File: src/hw/rtl/pcgsg_pkg.sv
// Shared types, constants and the output permutation of the PCG32 seed generator.
// Used by the controller, the datapath and the top level; depends on nothing else.
`default_nettype none

package pcgsg_pkg;

	localparam logic [63:0] PCG_MULT    = 64'h5851_F42D_4C95_7F2D;
	localparam logic [31:0] PCG_MULT_LO = PCG_MULT[31:0];
	localparam logic [31:0] PCG_MULT_HI = PCG_MULT[63:32];
	localparam logic [63:0] STATE_INIT  = 64'h853C_49E6_748F_EA9B;
	localparam logic [63:0] INC_INIT    = 64'hDA3E_39CB_94B9_5BDB;

	localparam int XSH_SHIFT = 18;
	localparam int XSH_DROP  = 27;
	localparam int ROT_POS   = 59;

	localparam logic STATUS_OK      = 1'b0;
	localparam logic STATUS_BAD_LEN = 1'b1;

	// Commands from the controller to the datapath.
	typedef struct packed {
		logic capture;
		logic load;
		logic mul;
		logic add;
		logic push_err;
		logic last;
	} pcgsg_cmd_t;

	// Status from the datapath to the controller.
	typedef struct packed {
		logic len_ok;
		logic out_free;
	} pcgsg_stat_t;

	// XSH-RR output permutation of the state before the step.
	function automatic logic [31:0] xsh_rr(input logic [63:0] old);
		logic [63:0] mixed;
		logic [31:0] x;
		logic [4:0]  r;
		logic [63:0] doubled;
		mixed   = ((old >> XSH_SHIFT) ^ old) >> XSH_DROP;
		x       = mixed[31:0];
		r       = old[ROT_POS +: 5];
		doubled = {x, x} >> r;
		return doubled[31:0];
	endfunction

endpackage

`default_nettype wire

File: src/hw/rtl/pcgsg_req_if.sv
// Request channel of the seed generator: time value and requested length.
// Depends on nothing else.
`default_nettype none

interface pcgsg_req_if;
	logic        valid;
	logic        ready;
	logic [63:0] time_value;
	logic [7:0]  seed_length;

	modport source (output valid, output time_value, output seed_length, input ready);
	modport sink   (input valid, input time_value, input seed_length, output ready);
endinterface

`default_nettype wire

File: src/hw/rtl/pcgsg_word_if.sv
// Result channel of the seed generator: one 32-bit seed word per transaction.
// Depends on nothing else.
`default_nettype none

interface pcgsg_word_if;
	logic        valid;
	logic        ready;
	logic [31:0] random_word;
	logic        last_word;
	logic        status;

	modport source (output valid, output random_word, output last_word, output status,
		input ready);
	modport sink   (input valid, input random_word, input last_word, input status,
		output ready);
endinterface

`default_nettype wire

File: src/hw/rtl/pcgsg_cfg_if.sv
// Configuration write channel of the seed generator: carries the mix word.
// Depends on nothing else.
`default_nettype none

interface pcgsg_cfg_if;
	logic        valid;
	logic        ready;
	logic [63:0] mix_word;

	modport source (output valid, output mix_word, input ready);
	modport sink   (input valid, input mix_word, output ready);
endinterface

`default_nettype wire

File: src/hw/rtl/pcgsg_datapath.sv
// Datapath of the seed generator: generator state, increment, mix word, the split
// 64-bit multiply and the output register. Depends on pcgsg_pkg.
`default_nettype none

module pcgsg_datapath import pcgsg_pkg::*; #(
	parameter int SEED_BYTES = 32
) (
	input  wire logic        clk,
	input  wire logic        arst_n,
	input  wire pcgsg_cmd_t  cmd,
	output      pcgsg_stat_t stat,
	input  wire logic [63:0] req_time,
	input  wire logic [7:0]  req_len,
	input  wire logic        cfg_we,
	input  wire logic [63:0] cfg_data,
	output      logic [31:0] out_word,
	output      logic        out_last,
	output      logic        out_status,
	output      logic        out_valid,
	input  wire logic        out_ready
);

	logic [63:0] mix_q;
	logic [63:0] state_q;
	logic [63:0] inc_q;
	logic        out_valid_q;

	logic [63:0] time_q;
	logic        len_ok_q;
	logic [63:0] prod_lo_q;
	logic [31:0] prod_x1_q;
	logic [31:0] prod_x2_q;
	logic [31:0] out_word_q;
	logic        out_last_q;
	logic        out_status_q;

	logic        len_ok;
	logic        out_free;
	logic [31:0] cross_sum;

	// A length of 256 or more can never match an eight-bit request field.
	assign len_ok    = (SEED_BYTES <= 255) && (req_len == 8'(SEED_BYTES));
	assign out_free  = !out_valid_q || out_ready;
	assign cross_sum = prod_x1_q + prod_x2_q;

	assign stat = '{len_ok: len_ok_q, out_free: out_free};

	always_ff @(posedge clk or negedge arst_n) begin
		if (!arst_n) begin
			mix_q       <= '0;
			state_q     <= STATE_INIT;
			inc_q       <= INC_INIT;
			out_valid_q <= 1'b0;
		end else begin
			if (cfg_we) begin
				mix_q <= cfg_data;
			end
			if (cmd.load) begin
				state_q <= state_q ^ time_q ^ mix_q;
				inc_q   <= inc_q ^ time_q ^ mix_q;
			end else if (cmd.add) begin
				// Low 64 bits of state * multiplier, plus the odd increment.
				state_q <= prod_lo_q + {cross_sum, 32'b0} + (inc_q | 64'd1);
			end
			if (cmd.mul || cmd.push_err) begin
				out_valid_q <= 1'b1;
			end else if (out_ready) begin
				out_valid_q <= 1'b0;
			end
		end
	end

	always_ff @(posedge clk) begin
		if (cmd.capture) begin
			time_q   <= req_time;
			len_ok_q <= len_ok;
		end
		if (cmd.mul) begin
			prod_lo_q    <= 64'(state_q[31:0]) * 64'(PCG_MULT_LO);
			prod_x1_q    <= state_q[31:0] * PCG_MULT_HI;
			prod_x2_q    <= state_q[63:32] * PCG_MULT_LO;
			out_word_q   <= xsh_rr(state_q);
			out_last_q   <= cmd.last;
			out_status_q <= STATUS_OK;
		end else if (cmd.push_err) begin
			out_word_q   <= '0;
			out_last_q   <= 1'b1;
			out_status_q <= STATUS_BAD_LEN;
		end
	end

	assign out_word   = out_word_q;
	assign out_last   = out_last_q;
	assign out_status = out_status_q;
	assign out_valid  = out_valid_q;

endmodule

`default_nettype wire

File: src/hw/rtl/pcgsg_ctrl.sv
// Controller of the seed generator: sequences request capture, length check,
// state mixing and the multiply/add pair of each word. Depends on pcgsg_pkg.
`default_nettype none

module pcgsg_ctrl import pcgsg_pkg::*; #(
	parameter int SEED_BYTES = 32
) (
	input  wire logic        clk,
	input  wire logic        arst_n,
	input  wire logic        req_valid,
	output      logic        req_ready,
	output      pcgsg_cmd_t  cmd,
	input  wire pcgsg_stat_t stat
);

	localparam int WORDS = SEED_BYTES / 4;
	localparam int CW    = $clog2(WORDS + 1);

	typedef enum logic [1:0] {
		S_IDLE,
		S_CHECK,
		S_MUL,
		S_ADD
	} state_t;

	state_t        state_q;
	logic [CW-1:0] cnt_q;
	logic          last;

	assign last      = (cnt_q == CW'(1));
	assign req_ready = (state_q == S_IDLE);

	always_comb begin
		cmd          = '0;
		cmd.capture  = (state_q == S_IDLE) && req_valid;
		cmd.load     = (state_q == S_CHECK) && stat.len_ok;
		cmd.push_err = (state_q == S_CHECK) && !stat.len_ok && stat.out_free;
		cmd.mul      = (state_q == S_MUL) && stat.out_free;
		cmd.add      = (state_q == S_ADD);
		cmd.last     = last;
	end

	always_ff @(posedge clk or negedge arst_n) begin
		if (!arst_n) begin
			state_q <= S_IDLE;
			cnt_q   <= '0;
		end else begin
			case (state_q)
				S_IDLE: begin
					if (req_valid) begin
						state_q <= S_CHECK;
					end
				end
				S_CHECK: begin
					if (stat.len_ok) begin
						cnt_q   <= CW'(WORDS);
						state_q <= S_MUL;
					end else if (stat.out_free) begin
						state_q <= S_IDLE;
					end
				end
				S_MUL: begin
					if (stat.out_free) begin
						state_q <= S_ADD;
					end
				end
				S_ADD: begin
					cnt_q <= cnt_q - CW'(1);
					if (last) begin
						state_q <= S_IDLE;
					end else begin
						state_q <= S_MUL;
					end
				end
				default: begin
					state_q <= S_IDLE;
				end
			endcase
		end
	end

endmodule

`default_nettype wire

File: src/hw/rtl/pcg32_seed_generator.sv
// Top level of the PCG32 seed generator: joins the controller and the datapath.
// Depends on pcgsg_pkg, pcgsg_req_if, pcgsg_word_if, pcgsg_cfg_if and both submodules.
//
// Usage: each transaction on req carries a time value and a requested length in
// bytes. A length other than SEED_BYTES gives one word transaction with
// random_word 0, last_word 1 and status 1, and changes no state. A correct length
// mixes the time value and the mix word into the state and increment, then gives
// SEED_BYTES/4 word transactions, the final one with last_word set.
// The cfg channel writes the mix word; it is always ready and should only be used
// while no request is in flight.
// Sequencing: a request is taken in S_IDLE and checked in the next cycle, in
// S_CHECK. Each word then passes through S_MUL, which registers the output word and
// the three 32x32 partial-product multipliers, and S_ADD, the 64-bit state add; no
// new request is taken until the last word of a good request has passed S_ADD.
// A single output register holds the current word; while the receiver stalls the
// generator waits in front of it. Reset restores the published initial state and
// increment and clears the mix word; req.ready is already high as reset is released.
`default_nettype none

module pcg32_seed_generator import pcgsg_pkg::*; #(
	parameter int SEED_BYTES = 32
) (
	input wire logic   clk,
	input wire logic   arst_n,
	pcgsg_req_if.sink  req,
	pcgsg_word_if.source word,
	pcgsg_cfg_if.sink  cfg
);

	pcgsg_cmd_t  cmd;
	pcgsg_stat_t stat;

	assign cfg.ready = 1'b1;

	pcgsg_ctrl #(
		.SEED_BYTES (SEED_BYTES)
	) u_ctrl (
		.clk       (clk),
		.arst_n    (arst_n),
		.req_valid (req.valid),
		.req_ready (req.ready),
		.cmd       (cmd),
		.stat      (stat)
	);

	pcgsg_datapath #(
		.SEED_BYTES (SEED_BYTES)
	) u_datapath (
		.clk        (clk),
		.arst_n     (arst_n),
		.cmd        (cmd),
		.stat       (stat),
		.req_time   (req.time_value),
		.req_len    (req.seed_length),
		.cfg_we     (cfg.valid),
		.cfg_data   (cfg.mix_word),
		.out_word   (word.random_word),
		.out_last   (word.last_word),
		.out_status (word.status),
		.out_valid  (word.valid),
		.out_ready  (word.ready)
	);

endmodule

`default_nettype wire
File: src/flat_wrapper.sv
// flat-port wrapper written by rule: the top's interface ports become plain ports
module pcg32_seed_generator_flat import pcgsg_pkg::*;
#(
	parameter int SEED_BYTES = 32
)
  (clk, arst_n, req_valid, req_time_value, req_seed_length, req_ready, word_valid, word_random_word, word_last_word, word_status, word_ready, cfg_valid, cfg_mix_word, cfg_ready);
  pcgsg_req_if req_i ();
  pcgsg_word_if word_i ();
  pcgsg_cfg_if cfg_i ();
  input wire logic clk;
  input wire logic arst_n;
  input wire logic [$bits(req_i.valid)-1:0] req_valid;
  input wire logic [$bits(req_i.time_value)-1:0] req_time_value;
  input wire logic [$bits(req_i.seed_length)-1:0] req_seed_length;
  output wire logic [$bits(req_i.ready)-1:0] req_ready;
  output wire logic [$bits(word_i.valid)-1:0] word_valid;
  output wire logic [$bits(word_i.random_word)-1:0] word_random_word;
  output wire logic [$bits(word_i.last_word)-1:0] word_last_word;
  output wire logic [$bits(word_i.status)-1:0] word_status;
  input wire logic [$bits(word_i.ready)-1:0] word_ready;
  input wire logic [$bits(cfg_i.valid)-1:0] cfg_valid;
  input wire logic [$bits(cfg_i.mix_word)-1:0] cfg_mix_word;
  output wire logic [$bits(cfg_i.ready)-1:0] cfg_ready;
  assign req_i.valid = req_valid;
  assign req_i.time_value = req_time_value;
  assign req_i.seed_length = req_seed_length;
  assign req_ready = req_i.ready;
  assign word_valid = word_i.valid;
  assign word_random_word = word_i.random_word;
  assign word_last_word = word_i.last_word;
  assign word_status = word_i.status;
  assign word_i.ready = word_ready;
  assign cfg_i.valid = cfg_valid;
  assign cfg_i.mix_word = cfg_mix_word;
  assign cfg_ready = cfg_i.ready;
  pcg32_seed_generator #(.SEED_BYTES(SEED_BYTES)) u_core (.clk(clk), .arst_n(arst_n), .req(req_i), .word(word_i), .cfg(cfg_i));
endmodule
File: config.mk
export PLATFORM = sky130hd
export DESIGN_NAME = pcg32_seed_generator_flat
export DESIGN_NICKNAME = d
export VERILOG_FILES = /design/src/hw/rtl/pcgsg_pkg.sv /design/src/hw/rtl/pcgsg_req_if.sv /design/src/hw/rtl/pcgsg_word_if.sv /design/src/hw/rtl/pcgsg_cfg_if.sv /design/src/hw/rtl/pcgsg_datapath.sv /design/src/hw/rtl/pcgsg_ctrl.sv /design/src/hw/rtl/pcg32_seed_generator.sv /design/src/flat_wrapper.sv
export SDC_FILE = /design/constraint.sdc
export NUM_CORES = 2
export LEC_CHECK = 0
export BUFFER_PORTS_ARGS = -buffer_cell sky130_fd_sc_hd__buf_2
export CORE_UTILIZATION = 40
export DETAILED_ROUTE_END_ITERATION = 8
export GPL_TIMING_DRIVEN = 0
export SETUP_SLACK_MARGIN = 0.3
export SYNTH_ARGS = -nofsm -noshare
export SYNTH_HDL_FRONTEND = slang
export SYNTH_SLANG_ARGS = --single-unit
export TNS_END_PERCENT = 100
File: constraint.sdc
create_clock -name clk -period 12.58 [get_ports clk]
set_input_delay 0 -clock clk [delete_from_list [all_inputs] [get_ports clk]]
set_output_delay 0 -clock clk [all_outputs]
set_load 0.005 [all_outputs]
After elaboration in Yosys (flattened, before gate mapping)
Index checks and enable logic that the tools add are counted.

Register bits after elaboration: 425. Output and inout bits: 37. Logic and storage cells: 68.

Add/subtract/negate cells: 4. Multipliers: 3. Equal/unequal tests: 9. Shift-type cells: 1. Mux-type cells: 16. Bitwise logic cells: 5. Reductions and logical operators: 16.

Operators by type and width (number): bitwise XOR 64 bit (4); 2-to-1 mux 64 bit (2); adder 63 x 64 -> 64 bit (1); adder 64 bit (1); multiplier 32 x 31 -> 32 bit (second input constant) (2); 2-to-1 mux 32 bit (2); >> shifter 64 x 5 -> 32 bit (1); multiplier 32 x 31 -> 63 bit (second input constant) (1); bitwise XOR 46 x 59 -> 59 bit (1); adder 32 bit (1); 2-to-1 mux 2 bit (5); equality test 8 x 6 -> 1 bit (second input constant) (1); one-hot mux 2 bit (4 select lines) (1); one-hot mux 4 bit (2 select lines) (1); nonzero test 2 bit (4); != test 2 bit (second input constant) (3); logical AND 1 bit (5); equality test 2 bit (second input constant) (2); equality test 4 x 1 -> 1 bit (second input constant) (1); 2-to-1 mux 1 bit (4); 2-to-1 mux 4 bit (1); subtractor 4 x 1 -> 4 bit (second input constant) (1); != test 3 bit (second input constant) (1); AND reduction 3 bit (1); 5 further kinds (7).

Depth between registers and ports, before layout
Depth after elaboration: 5. Mapped depth: 27. Gate-level depth less buffers: 27.

Modules after synthesis
A second synthesis with hierarchy kept.

Cells, all modules: 5686. Area, all modules: 58068.2 sq um.

Modules (own cells, without submodules): pcgsg_datapath (times used 1, cells each 5644, area an instance 57654.0 sq um, seq. area each 11429.7 sq um); pcgsg_ctrl (times used 1, cells each 40, area an instance 402.9 sq um, seq. area each 150.1 sq um); pcg32_seed_generator (times used 1, cells each 2, area an instance 11.3 sq um, seq. area each 0.0 sq um).

Least setup slack after synthesis
Ideal clock, no wire load.

Kind: reg-to-reg. Start: register u_core.u_datapath.state_q[15]. End: register u_core.u_datapath.prod_lo_q[48] (data pin). Data arrival time: 7.178 ns. Setup slack: 5.133 ns. Stages on the path, launching flop included: 26. Path buffers: 0. Period minus slack after synthesis: 7.447 ns. Path through: dfstp_2 inv_1 fa_1 inv_1 fa_1 inv_1 fa_1 fa_1 inv_1 fa_1 inv_1 fa_1 fa_1 fa_1 inv_1 ha_1 and4_1 and3_1 a32oi_1 a21oi_1 o21ai_1 a31oi_1 or3b_1 a311oi_1 o31ai_1 xor2_1.

Cells in the longest elaborated chain, start to end: 1.

Ends and longest elaborated chain: start: declaration (line pcgsg_datapath.sv:24) `logic [63:0] state_q;`; start signal: assignment (line pcgsg_datapath.sv:59) `state_q <= state_q ^ time_q ^ mix_q;`; start signal: assignment (line pcgsg_datapath.sv:63) `state_q <= prod_lo_q + {cross_sum, 32'b0} + (inc_q | 64'd1);`; multiplier 32 x 31 -> 63 bit (line pcgsg_datapath.sv:79) `prod_lo_q <= 64'(state_q[31:0]) * 64'(PCG_MULT_LO);`; end signal: assignment (line pcgsg_datapath.sv:79); end: declaration (line pcgsg_datapath.sv:30) `logic [63:0] prod_lo_q;`.

No other way between the ends. A chain may end at the register's enable or synchronous reset.

Worst setup path after layout
Start: register u_core.u_datapath.state_q[10]. End: register u_core.u_datapath.prod_lo_q[62] (data pin).

The elaborated chain is that of the path after synthesis.

==> out/qor.yml <==
run_status:
  status: "completed"
clocking:
  clock_tree_from_tritoncts: "built"
  cts-buffers-inserted: 52
  root_buffer: "clkbuf_16"
  post_cts_clock_slew_at_the_launch_and_capture_registers_of_the_worst_setup_and_hold_paths_ns: 0.07
  insertion_delay_ns: 0.69
  count_of_hold_fix_buffers_inserted_at_cts: 146
  post-cts-setup-buffer-count: 0
  cts_resized: 0
  clk_path_buf_depth: 3
  numClockSinks: 416
  htree_num_levels: 2
logic_synthesis:
  synth-seq-cells: 416
  synth.cell_area_um2: 57400
  synth-warning-count: 0
  yosysMostFrequentCell: "inv_1"
  cell_types_with_the_highest_counts_after_synthesis: "inv_1, fa_1, ha_1, xnor2_1, a21oi_1"
  synth_top_area_share_pct: 29.4
  synth_ff_type: "edfxtp_1"
  seq_total_area_yosys_pct: 20.2
  synth_cell_types: 84
  synth.top_cells.by_area: "fa_1, ha_1, edfxtp_1, inv_1, dfrtp_1"
  syn-mean-instance-area_um2: 10.3
  postSynth.asyncResetShare_pct: 47.6
  number_of_enable_flip_flop_cells_after_synthesis: 217
  synthCells: 5569
  synth_fp_nets: 7365
  synth_area_leader_cell: "fa_1"
setup_path:
  crit_path_max_fanout: 13
  crit_path_end_kind: "flip-flop"
  worst_setup_path_start_kind: "flip-flop"
  reg2reg_slack_ns: 2.36
  cp_common_cell: "fa_1"
  crit-reg2reg-launch: "u_core.u_datapath.state_q[10]$_DFFE_PN0P_"
  cpLargestDelayFamily: "adder cells"
  r2r-end: "u_core.u_datapath.prod_lo_q[62]$_DFFE_PP_"
  worstPathBufferInverterCount: 4
  critical_path.cell_chain: "inv_1, fa_1, inv_1, fa_1, inv_1, fa_1, inv_1, fa_1, fa_1, fa_1, fa_1, fa_1, ha_1, and3_1, and3_1, nand3_1, nor3_1, o211ai_1, a311oi_1, a41oi_1, o21ai_0, a21oi_1, xnor2_1"
  worstSetupPathType: "reg2reg"
  number_of_cells_on_the_worst_reg_to_reg_path: 23
  cp_slowest_cell: "dfrtp_1"
  worstPathArrival_ns: 10.62
  cp_data_required_time_ns: 12.99
  crit_path_max_incr_delay_ns: 1.17
timing:
  finalClockSkew_ns: 0.0859
  unrepaired_setup_endpoints_after_global_routing: "no"
  worst-slew-pin-transition_ns: 1.38
  timing_hold_violations_final: 0
  fin_crit_sh_pct: 81.2
  maxClockFrequency_mhz: 97.9
  finalCriticalPeriod_ns: 10.22
  setup_total_negative_slack_ns: 0
  slew-limit-headroom_pct: 8.01
  finalMaxSlewViolations: 0
  setup_viol_count_final: 0
route:
  wl_on_met1_um: 74500
  highest_layer: "met5"
  met3_wirelength_um: 9690
  drt_first_iter_violations: 2649
  detail_route.wirelength_um: 183000
  dr_pass1_iterations: 5
  vias: 40400
  avgViaCountPerCell: 5.12
  detail-route-antenna-nets: 0
  route.detailed.drc: 0
  met2RoutedLength_um: 88700
  drt-wirelength-per-cell_um: 23.2
floorplanning:
  initial_utilization_pct: 40.4
  chipHeight_um: 381
  area_of_the_core_um2: 142000
  die_area_um2: 145000
  floorplan.die.width_um: 381
  floorplan.io_pins: 178
  floorplan.rows: 138
final_layout:
  fill_cells: 13500
  drive_above_1_share_pct: 7.64
  nNetsFinal: 7743
  area_delta_synth_final_pct: 11.4
placement:
  place.gp.congestion: 0.985
  port-buffer-count: 175
  post_detail_place_hpwl_um: 155000
grt:
  vias_in_the_first_global_route: 43500
  grt_first_pass_wirelength_um: 273000
  grt_start_max_net_pins: 102
  groute.usage.overall_pct: 25.5
  antenna_found_initial: 3
  grt_overflow_total: 0
run:
  max_cap_viol_count: 0
hold_path:
  holdCritPathClass: "in2async"
[worst max-delay path by stage]
stage / from / to / slack, ns / depth (start not counted)
after floorplan: u_core.u_datapath.state_q[15]$_DFFE_PN1P_ / u_core.u_datapath.prod_lo_q[48]$_DFFE_PP_ / 5.13 / 25
after global placement: u_core.u_datapath.state_q[10]$_DFFE_PN0P_ / u_core.u_datapath.prod_lo_q[62]$_DFFE_PP_ / 2.68 / 23
after detailed placement: u_core.u_datapath.state_q[10]$_DFFE_PN0P_ / u_core.u_datapath.prod_lo_q[62]$_DFFE_PP_ / 2.74 / 23
after CTS: u_core.u_datapath.state_q[10]$_DFFE_PN0P_ / u_core.u_datapath.prod_lo_q[62]$_DFFE_PP_ / 2.63 / 23
after global routing: u_core.u_datapath.state_q[10]$_DFFE_PN0P_ / u_core.u_datapath.prod_lo_q[62]$_DFFE_PP_ / 2.28 / 23
final: u_core.u_datapath.state_q[10]$_DFFE_PN0P_ / u_core.u_datapath.prod_lo_q[62]$_DFFE_PP_ / 2.36 / 23
[layout by cell type (no fill, tap or decap), types with 8 or more instances in the layout]
master / Yosys / final
edfxtp_1: 217 / 217
nor2_1: 246 / 245
nand3_1: 33 / 33
ha_1: 812 / 812
fa_1: 843 / 843
a31o_2: 9 / 9
a31oi_1: 24 / 24
dlygate4sd3_1: 0 / 146
nand2b_1: 21 / 21
clkbuf_16: 0 / 52
mux2i_1: 60 / 60
o31ai_1: 19 / 19
and3_1: 16 / 16
o21bai_1: 31 / 31
o21ai_0: 192 / 192
nor2b_1: 19 / 19
a21oi_1: 249 / 249
nand4_1: 34 / 34
clkinvlp_4: 0 / 8
nand2_1: 229 / 229
clkinv_2: 0 / 9
dfrtp_1: 127 / 127
or3_1: 8 / 8
mux2_2: 74 / 74
and2_1: 16 / 15
o21a_1: 24 / 24
xor2_1: 115 / 115
inv_1: 1375 / 1374
dfstp_2: 71 / 71
buf_2: 4 / 178
xnor2_1: 319 / 319
a221oi_1: 14 / 14
nor3_1: 32 / 32
buf_1: 10 / 10
a211oi_1: 41 / 41
clkbuf_1: 70 / 78
a21o_1: 89 / 89
o211ai_1: 15 / 15
[per-layer routing]
| layer | global-route usage [%] | vias to the layer above |
|---|---|---|
| met5 | 0 | - |
| met3 | 3.38 | 307 |
| met1 | 31.9 | 20400 |
| met2 | 43.4 | 1097 |
| li1 | - | 18600 |
| met4 | 12.3 | 4 |
[worst register-to-register path, cell delays in order, from the launching register on]
cell and delay (ns):
dfrtp_1 1.17, inv_1 0.51, fa_1 0.67, inv_1 0.08, fa_1 0.58, inv_1 0.09
fa_1 0.54, inv_1 0.06, fa_1 0.43, fa_1 0.47, fa_1 0.56, fa_1 0.43
fa_1 0.50, ha_1 0.46, and3_1 0.26, and3_1 0.23, nand3_1 0.09, nor3_1 0.90
o211ai_1 0.21, a311oi_1 0.60, a41oi_1 0.32, o21ai_0 0.25, a21oi_1 0.11, xnor2_1 0.40
[state kept, by name (all words and copies together) (netlist names), 2 cells and up]
| name | cells |
|---|---|
| u_core.u_datapath.mix_q | 64 |
| u_core.u_datapath.state_q | 64 |
| u_core.u_datapath.time_q | 64 |
| u_core.u_datapath.inc_q | 63 |
| u_core.u_datapath.prod_lo_q | 55 |
| u_core.u_datapath.out_word | 32 |
| u_core.u_datapath.prod_x1_q | 32 |
| u_core.u_datapath.prod_x2_q | 32 |
| u_core.u_ctrl.cnt_q | 4 |
| u_core.u_ctrl.state_q | 2 |
[final cells by class]
| cell class | count | area (um2) | share of cell area [%] |
|---|---|---|---|
| Sequential cell | 416 | 11600 | 18.1 |
| Clock inverter | 35 | 344 | 0.538 |
| Inverter | 1377 | 5170 | 8.09 |
| Clock buffer | 63 | 1360 | 2.13 |
| Multi-Input combinational cell | 3686 | 40300 | 63.0 |
| Antenna cell | 1 | 2.50 | 0.00392 |
| Tap cell | 1890 | 2360 | 3.70 |
| Buffer | 90 | 369 | 0.578 |
| Timing Repair Buffer | 324 | 2430 | 3.80 |
[cell families after synthesis]
logic type | count (synthesis) | share of synthesized area, %
compound gates | 775 | 8.45
other cells | 1 | 0.00653
simple gates | 682 | 5.30
fa+ha+maj | 1655 | 47.1
xor+xnor | 434 | 6.62
buf+inv | 1467 | 9.65
mux | 139 | 2.69
flops | 416 | 20.2
[stage by stage]
| step | instance area (um2) | util [%] | hold slack, ns | std cells | worst slack [ns] |
|---|---|---|---|---|---|
| after floorplan | 57400 | - | -0.296 | 5569 | 5.13 |
| after global placement | 60600 | 42.7 | 0.176 | 7634 | 2.68 |
| after detailed placement | 60700 | 42.8 | 0.112 | 7637 | 2.74 |
| after CTS | 63900 | 45.0 | 0.000701 | 7881 | 2.63 |
| after global routing | 63900 | 45.0 | 0.0303 | 7881 | 2.28 |
| final | 63900 | 45.0 | 0.0131 | 7882 | 2.36 |
Power is not shown: default switching activity piles up to over one toggle a cycle in this logic, so the estimate is an artifact.
